**config.mk**
```make
export PLATFORM = sky130hd
export DESIGN_NAME = cmd3_front
export DESIGN_NICKNAME = d
export VERILOG_FILES = /design/src/hdl/cmd3_pkg.sv /design/src/hdl/cmd3_front.sv
export SDC_FILE = /design/constraint.sdc
export NUM_CORES = 1
export LEC_CHECK = 0
export BUFFER_PORTS_ARGS = -buffer_cell sky130_fd_sc_hd__buf_2
export CAP_MARGIN = 20
export CORE_MARGIN = 3
export CORE_UTILIZATION = 50
export DETAILED_ROUTE_END_ITERATION = 10
export PLACE_DENSITY_LB_ADDON = 0.25
export SLEW_MARGIN = 15
export SYNTH_ARGS = -nofsm -noshare
export SYNTH_HDL_FRONTEND = slang
export SYNTH_SLANG_ARGS = --single-unit
export TNS_END_PERCENT = 10
```
**constraint.sdc**
```tcl
create_clock -name clk -period 3.7 [get_ports clk]
set_input_delay 0.74 -clock clk [delete_from_list [all_inputs] [get_ports clk]]
set_output_delay 0.74 -clock clk [all_outputs]
set_load 0.005 [all_outputs]
```
**src/hdl/cmd3_pkg.sv**
```systemverilog
// ----------------------------------------------------------------------------
// cmd3_pkg: shared types and constants
// Widths, mesh geometry and the request queue entry for the mass deposit mesh.
// ----------------------------------------------------------------------------
package cmd3_pkg;
	localparam int GRID_BITS = 6;
	localparam int FRAC_BITS = 16;
	localparam int SUM_BITS  = 48;
	localparam int POS_BITS  = 22;
	localparam int MASS_BITS = 32;
	localparam int ADDR_BITS = 3 * GRID_BITS;
	localparam int CELLS     = 1 << ADDR_BITS;
	localparam int WT_BITS   = FRAC_BITS + 1;
	localparam logic [SUM_BITS-1:0] SUM_MAX = '1;
	localparam logic [FRAC_BITS-1:0] HALF_FX = FRAC_BITS'(1) << (FRAC_BITS - 1);

	typedef enum logic {REQ_DEPOSIT = 1'b0, REQ_READ = 1'b1} req_t;

	// one classified request between front and back
	typedef struct packed {
		req_t                 kind;
		logic [GRID_BITS-1:0] cx;
		logic [GRID_BITS-1:0] cy;
		logic [GRID_BITS-1:0] cz;
		logic [FRAC_BITS-1:0] tx;
		logic [FRAC_BITS-1:0] ty;
		logic [FRAC_BITS-1:0] tz;
		logic [MASS_BITS-1:0] mass;
	} cmd_t;

	typedef enum logic [2:0] {
		ST_CLEAR, ST_IDLE, ST_WEIGHT, ST_MUL, ST_READ, ST_WRITE, ST_OUT
	} state_t;
endpackage

```
**src/hdl/cmd3_front.sv**
```systemverilog
// ----------------------------------------------------------------------------
// cmd3_front: request classifier and queue
// Splits deposit positions into lower cell and fraction, takes the cell of a read, and queues the request.
// ----------------------------------------------------------------------------
module cmd3_front (
	input  logic                            clk,
	input  logic                            arst_n,
	input  logic                            req_valid,
	output logic                            req_stall,
	input  logic                            req_type,
	input  logic [cmd3_pkg::POS_BITS-1:0]   pos_x,
	input  logic [cmd3_pkg::POS_BITS-1:0]   pos_y,
	input  logic [cmd3_pkg::POS_BITS-1:0]   pos_z,
	input  logic [cmd3_pkg::MASS_BITS-1:0]  particle_mass,
	input  logic [cmd3_pkg::GRID_BITS-1:0]  cell_x,
	input  logic [cmd3_pkg::GRID_BITS-1:0]  cell_y,
	input  logic [cmd3_pkg::GRID_BITS-1:0]  cell_z,
	output logic                            q_valid,
	output cmd3_pkg::cmd_t                  q_cmd,
	input  logic                            q_pop
);
	import cmd3_pkg::*;

	localparam int QD = 4;
	localparam int QB = $clog2(QD);
	localparam int SPAN = GRID_BITS + FRAC_BITS;

	cmd_t          mem_q [QD];
	logic [QB-1:0] wp_q, rp_q;
	logic [QB:0]   cnt_q;
	cmd_t          c;
	logic [SPAN-1:0] qx, qy, qz;
	logic          push;

	// subtract half a cell modulo the mesh span
	always_comb begin
		qx = pos_x[SPAN-1:0] - SPAN'(HALF_FX);
		qy = pos_y[SPAN-1:0] - SPAN'(HALF_FX);
		qz = pos_z[SPAN-1:0] - SPAN'(HALF_FX);
		c.kind = req_t'(req_type);
		c.mass = particle_mass;
		if (req_type) begin
			c.cx = cell_x; c.cy = cell_y; c.cz = cell_z;
			c.tx = '0; c.ty = '0; c.tz = '0;
		end else begin
			c.cx = qx[SPAN-1:FRAC_BITS];
			c.cy = qy[SPAN-1:FRAC_BITS];
			c.cz = qz[SPAN-1:FRAC_BITS];
			c.tx = qx[FRAC_BITS-1:0];
			c.ty = qy[FRAC_BITS-1:0];
			c.tz = qz[FRAC_BITS-1:0];
		end
	end

	assign req_stall = (cnt_q == (QB+1)'(QD));
	assign push      = req_valid && !req_stall;
	assign q_valid   = (cnt_q != '0);
	assign q_cmd     = mem_q[rp_q];

	always_ff @(posedge clk) begin
		if (push) mem_q[wp_q] <= c;
	end

	always_ff @(posedge clk or negedge arst_n) begin
		if (!arst_n) begin
			wp_q <= '0; rp_q <= '0; cnt_q <= '0;
		end else begin
			if (push) wp_q <= wp_q + 1'b1;
			if (q_pop) rp_q <= rp_q + 1'b1;
			cnt_q <= cnt_q + (QB+1)'(push) - (QB+1)'(q_pop);
		end
	end

	assert property (@(posedge clk) disable iff (!arst_n) cnt_q <= (QB+1)'(QD))
		else $error("queue count overflow");
	assert property (@(posedge clk) disable iff (!arst_n) q_pop |-> q_valid)
		else $error("pop from empty queue");
	assert property (@(posedge clk) disable iff (!arst_n)
		(push && !q_pop) |=> cnt_q == $past(cnt_q) + 1'b1)
		else $error("queue count not advanced on push");
endmodule

```
=== Word level (Yosys, flattened, before mapping) ===
Memories as Yosys holds them, arrays and structs flattened.
Cells that the tools add are included.

* Reduce and logical (&&, ||, !) cells: 3
* Equality and inequality tests: 1
* Multiplexer cells: 3
* Add/subtract/negate cells: 7

{| class="wikitable"
|+ Operators with widths
! kind !! number
|-
| 2-to-1 mux 66 bit || 1
|-
| subtractor 22 x 16 -> 22 bit (second input constant) || 3
|-
| adder 2 x 1 -> 2 bit (second input constant) || 2
|-
| adder 3 x 1 -> 3 bit || 1
|-
| == test 3 bit (second input constant) || 1
|-
| nonzero test 3 bit || 1
|-
| subtractor 3 x 1 -> 3 bit || 1
|-
| 2-to-1 mux 1 bit || 2
|-
| logical AND 1 bit || 1
|-
| zero test 1 bit || 1
|}

* Memories kept: 1
* Output and inout bits: 101
* Logic and storage cells: 18
* Register bits after elaboration: 7
* Input bits: 121
* Bits in writable memories: 396

{| class="wikitable"
|+ Memory list
! memory !! words !! bits a word !! rd ports !! clocked after memory_dff !! wr ports !! RTL line !! text
|-
| mem_q || 4 || 99 || 1 || 0 || 1 || cmd3_front.sv:28 || <nowiki>cmd_t mem_q [QD];</nowiki>
|}

=== Longest topological paths before layout ===
* Depth in word-level cells: 5
* Depth in mapped cells: 9
* Mapped depth without buffers: 8

=== Worst setup path before layout ===
Ideal clock, no wire load.

* Path kind: input to register
* Start point: input port req_valid
* End point: memory mem_q[0][0] in the netlist's numbering (enable)
* Data arrival time: 3334 ps
* Cell stages on the path: 3
* Path buffers: 1
* Path slack: -103 ps
* Cells stage by stage: nor2b_1 buf_2 and2_1

* Longest elaborated chain between the ends: 3

{| class="wikitable"
|+ Ends and longest elaborated chain
! item !! RTL line !! text
|-
| from (decl) || cmd3_front.sv:8 || <nowiki>input logic req_valid,</nowiki>
|-
| logical AND 1 bit || cmd3_front.sv:56 || <nowiki>assign push = req_valid && !req_stall;</nowiki>
|-
| 2-to-1 mux 1 bit || cmd3_front.sv:61 || <nowiki>if (push) mem_q[wp_q] <= c;</nowiki>
|-
| 2-to-1 mux 1 bit (not written as such) || cmd3_front.sv:61 ||
|-
| to (decl) || cmd3_front.sv:28 ||
|}

No other way between the ends.

==> impl_metrics.env <==
export IMPL_setup_viol=0
export IMPL_ir_drop_uv=377
export IMPL_cts_root_buffer="clkbuf_16"
export IMPL_instances_no_fill=1353
export IMPL_drt_initial_drc_count=445
export IMPL_slew_viol_final=0
export IMPL_portBuffers=221
export IMPL_gp_congestion=0.697
export IMPL_start_util_pct=51.5
export IMPL_cts_made_buffers=40
export IMPL_clk_path_buf_depth=3
export IMPL_drv_cap=0
export IMPL_hold_class="in2async"
export IMPL_min_period_ps=2930
export IMPL_place_ws_ps=1270
export IMPL_die_height_um=182
export IMPL_ios=222
export IMPL_grt_pass1_vias=7823
export IMPL_cts_sinks=403
export IMPL_crit_family="flip-flops"
export IMPL_slowest_delay_ps=740
export IMPL_grt_pass1_wl_um=45400
export IMPL_synthFlopType="edfxtp_1"
export IMPL_end_kind="output pin"
export IMPL_hold_buffers=0
export IMPL_grt_overflow_total=0
export IMPL_relSlewSlack_pct=48.2
export IMPL_cts_resized=0
export IMPL_worst_skew_pair_late_latency_ps=520
export IMPL_finalCritPeriodShare_pct=79.1
export IMPL_fp_row_count=63
export IMPL_die_area_um2=33200
export IMPL_hold_viol=0
export IMPL_syn_to_final_growth_pct=18.6
export IMPL_max_freq_ghz=0.341
export IMPL_swShare_pct=27.1
export IMPL_tns_ps=0
export IMPL_clk_pin_slew_ps=60
export IMPL_drtAntennaViolNets=0
export IMPL_die_w_um=182
export IMPL_layout_drive_gt1_share_pct=41.7
export IMPL_required_ps=2960
export IMPL_stdcell_area_um2=18400
export IMPL_rsz0062_at_grt="false"
export IMPL_antenna_found_initial=0
export IMPL_dpl_cell_area_um2=17100
export IMPL_critPathBufInv=2
export IMPL_avgViaCountPerCell=5.46
export IMPL_tritoncts="built"
export IMPL_dr_pass1_iters=5
export IMPL_cts_htree_levels=2
export IMPL_syn_inst=686
export IMPL_postCtsSetupBuffers=0
export IMPL_final_nets=1062
export IMPL_dp_hpwl_um=18000
export IMPL_synth_cell_types=26
export IMPL_synth_seq_cells=403
export IMPL_cp_max_fo=33
export IMPL_layout_common_cells="396 x edfxtp_1, 220 x buf_2, 99 x mux4_2, 47 x nor2b_1, 42 x clkbuf_16"
export IMPL_fin_util_pct=61.1
export IMPL_switchingPower_mw=3.80
export IMPL_synth_area_per_cell_um2=22.6
export IMPL_core_area_um2=30100
export IMPL_drcViolationCount=0
export IMPL_synth_seq_area_share_pct=77.8
export IMPL_synth_edf_count=396
export IMPL_start_kind="flop"
export IMPL_tightest_slew_ps=777
export IMPL_worstSetupPathType="reg2out"
export IMPL_wl_per_cell_um=21.5
export IMPL_diodes=0
export IMPL_grt_usage_pct=17.8
export IMPL_fin_ws_ps=772
export IMPL_cellLeakagePower_nw=6.42
export IMPL_power_density_nw_per_um2=762
export IMPL_dp_cells=1280
export IMPL_pwr_share_clk_pct=27.5
export IMPL_grt_max_degree=71
export IMPL_status="completed"
export IMPL_pwr_share_seq_pct=45.2
export IMPL_vias=7390
export IMPL_crit_arrival_ps=2190
export IMPL_syn_area_um2=15500
export IMPL_internal_power_mw=10.2
export IMPL_ys_warn_count=0
export IMPL_p_comb_share_pct=27.3
export IMPL_async_reset_ff_share_pct=1.74
export IMPL_cp_slowest_cell="dfrtp_4"
export IMPL_mostFrequentLayoutCell="edfxtp_1"
export IMPL_routed_wl_um=29100
export IMPL_finClkSkew_ps=12.9
export IMPL_synthesis_nets=816
export IMPL_crit_chain="buf_4 -> mux4_2 -> buf_2"
==> final timing paths <==
kind                                     endpoint  slack, ps  cells after the start                start
hold / removal                 cnt_q[2]$_DFF_PN0_         70                      1               arst_n
hold reg to reg                cnt_q[2]$_DFF_PN0_        490                      1   cnt_q[2]$_DFF_PN0_
setup reg to reg           mem_q[2][56]$_DFFE_PP_       1570                      5   cnt_q[2]$_DFF_PN0_
max in group asynchronous     rp_q[0]$_DFFE_PN0P_       3420                      1               arst_n
setup / recovery                        q_cmd[30]        770                      3  rp_q[1]$_DFFE_PN0P_
min in group clk           mem_q[1][12]$_DFFE_PP_        440                      1    particle_mass[12]
==> worst register-to-register path, stage by stage, from the launching register on <==
cell and delay, ps:
dfrtp_1 400, nor3b_2 170, nor2b_1 130, buf_4 170, and2_4 460, buf_4 470
==> synth_stat cells, types with 4 or more instances <==
cell type | instances | area share, %
nand2_1 | 13 | 0.31
inv_1 | 10 | 0.24
nor2_1 | 9 | 0.22
edfxtp_1 | 396 | 77
nand2b_1 | 6 | 0.24
and2_1 | 4 | 0.16
a21boi_0 | 6 | 0.29
buf_6 | 10 | 0.73
buf_2 | 11 | 0.35
mux4_2 | 99 | 14
ha_1 | 8 | 0.65
xnor2_1 | 13 | 0.73
nor2b_1 | 47 | 1.9
o31a_1 | 6 | 0.34
o21ai_0 | 12 | 0.39
clkbuf_1 | 9 | 0.22
and3b_1 | 6 | 0.34
dfrtp_1 | 7 | 1.1
==> power groups by stage <==
stage / Clock [mW] / Combinational (mW) / Sequential [mW]
after global routing: 4.15 / 4.19 / 6.43
after detailed placement: 0 / 3.96 / 6.45
after floorplan: 0 / 2.51 / 6.35
final: 3.85 / 3.83 / 6.34
after CTS: 3.93 / 3.97 / 6.35
after global placement: 0 / 3.94 / 6.40
==> metal layers <==
metal / track usage (%) / routed length [µm] / vias up
li1: - / - / 3312
met1: 24.6 / 12100 / 3824
met2: 29.5 / 14500 / 217
met3: 3.97 / 1940 / 37
met4: 4.08 / 539 / 0
met5: 0 / 0 / -
==> cells by family after synthesis <==
group,count (synthesis),synth area share (%)
DFF,403,77.8
muxes,100,14.4
and+or+nand+nor,93,3.53
buffers and inverters,42,1.64
AOI/OAI and AO/OA,24,1.02
xor gates and xnor gates,15,0.847
adders and majority gates,9,0.774
==> sequential cells by signal (all words and copies together), names as in the netlist <==
name   count
mem_q    396
wp_q       2
rp_q       2
cnt_q      3
==> final cells by class <==
class	count	area [µm²]
clock buffers	51	1100
clock inverters	22	165
fillers	2176	11700
inverters	10	37.5
multi-input cells	241	3210
flip-flops and latches	403	12100
well taps	390	488
repair buffers	236	1320
==> metrics by stage <==
stage	hold WS (ps)	total power, mW
global route	69.7	14.8
finish	74.8	14.0
CTS	67.9	14.3
detailed placement	478	10.4
floorplan	444	8.86
global placement	467	10.3
Note: power is estimated with default switching activity, not from simulation.
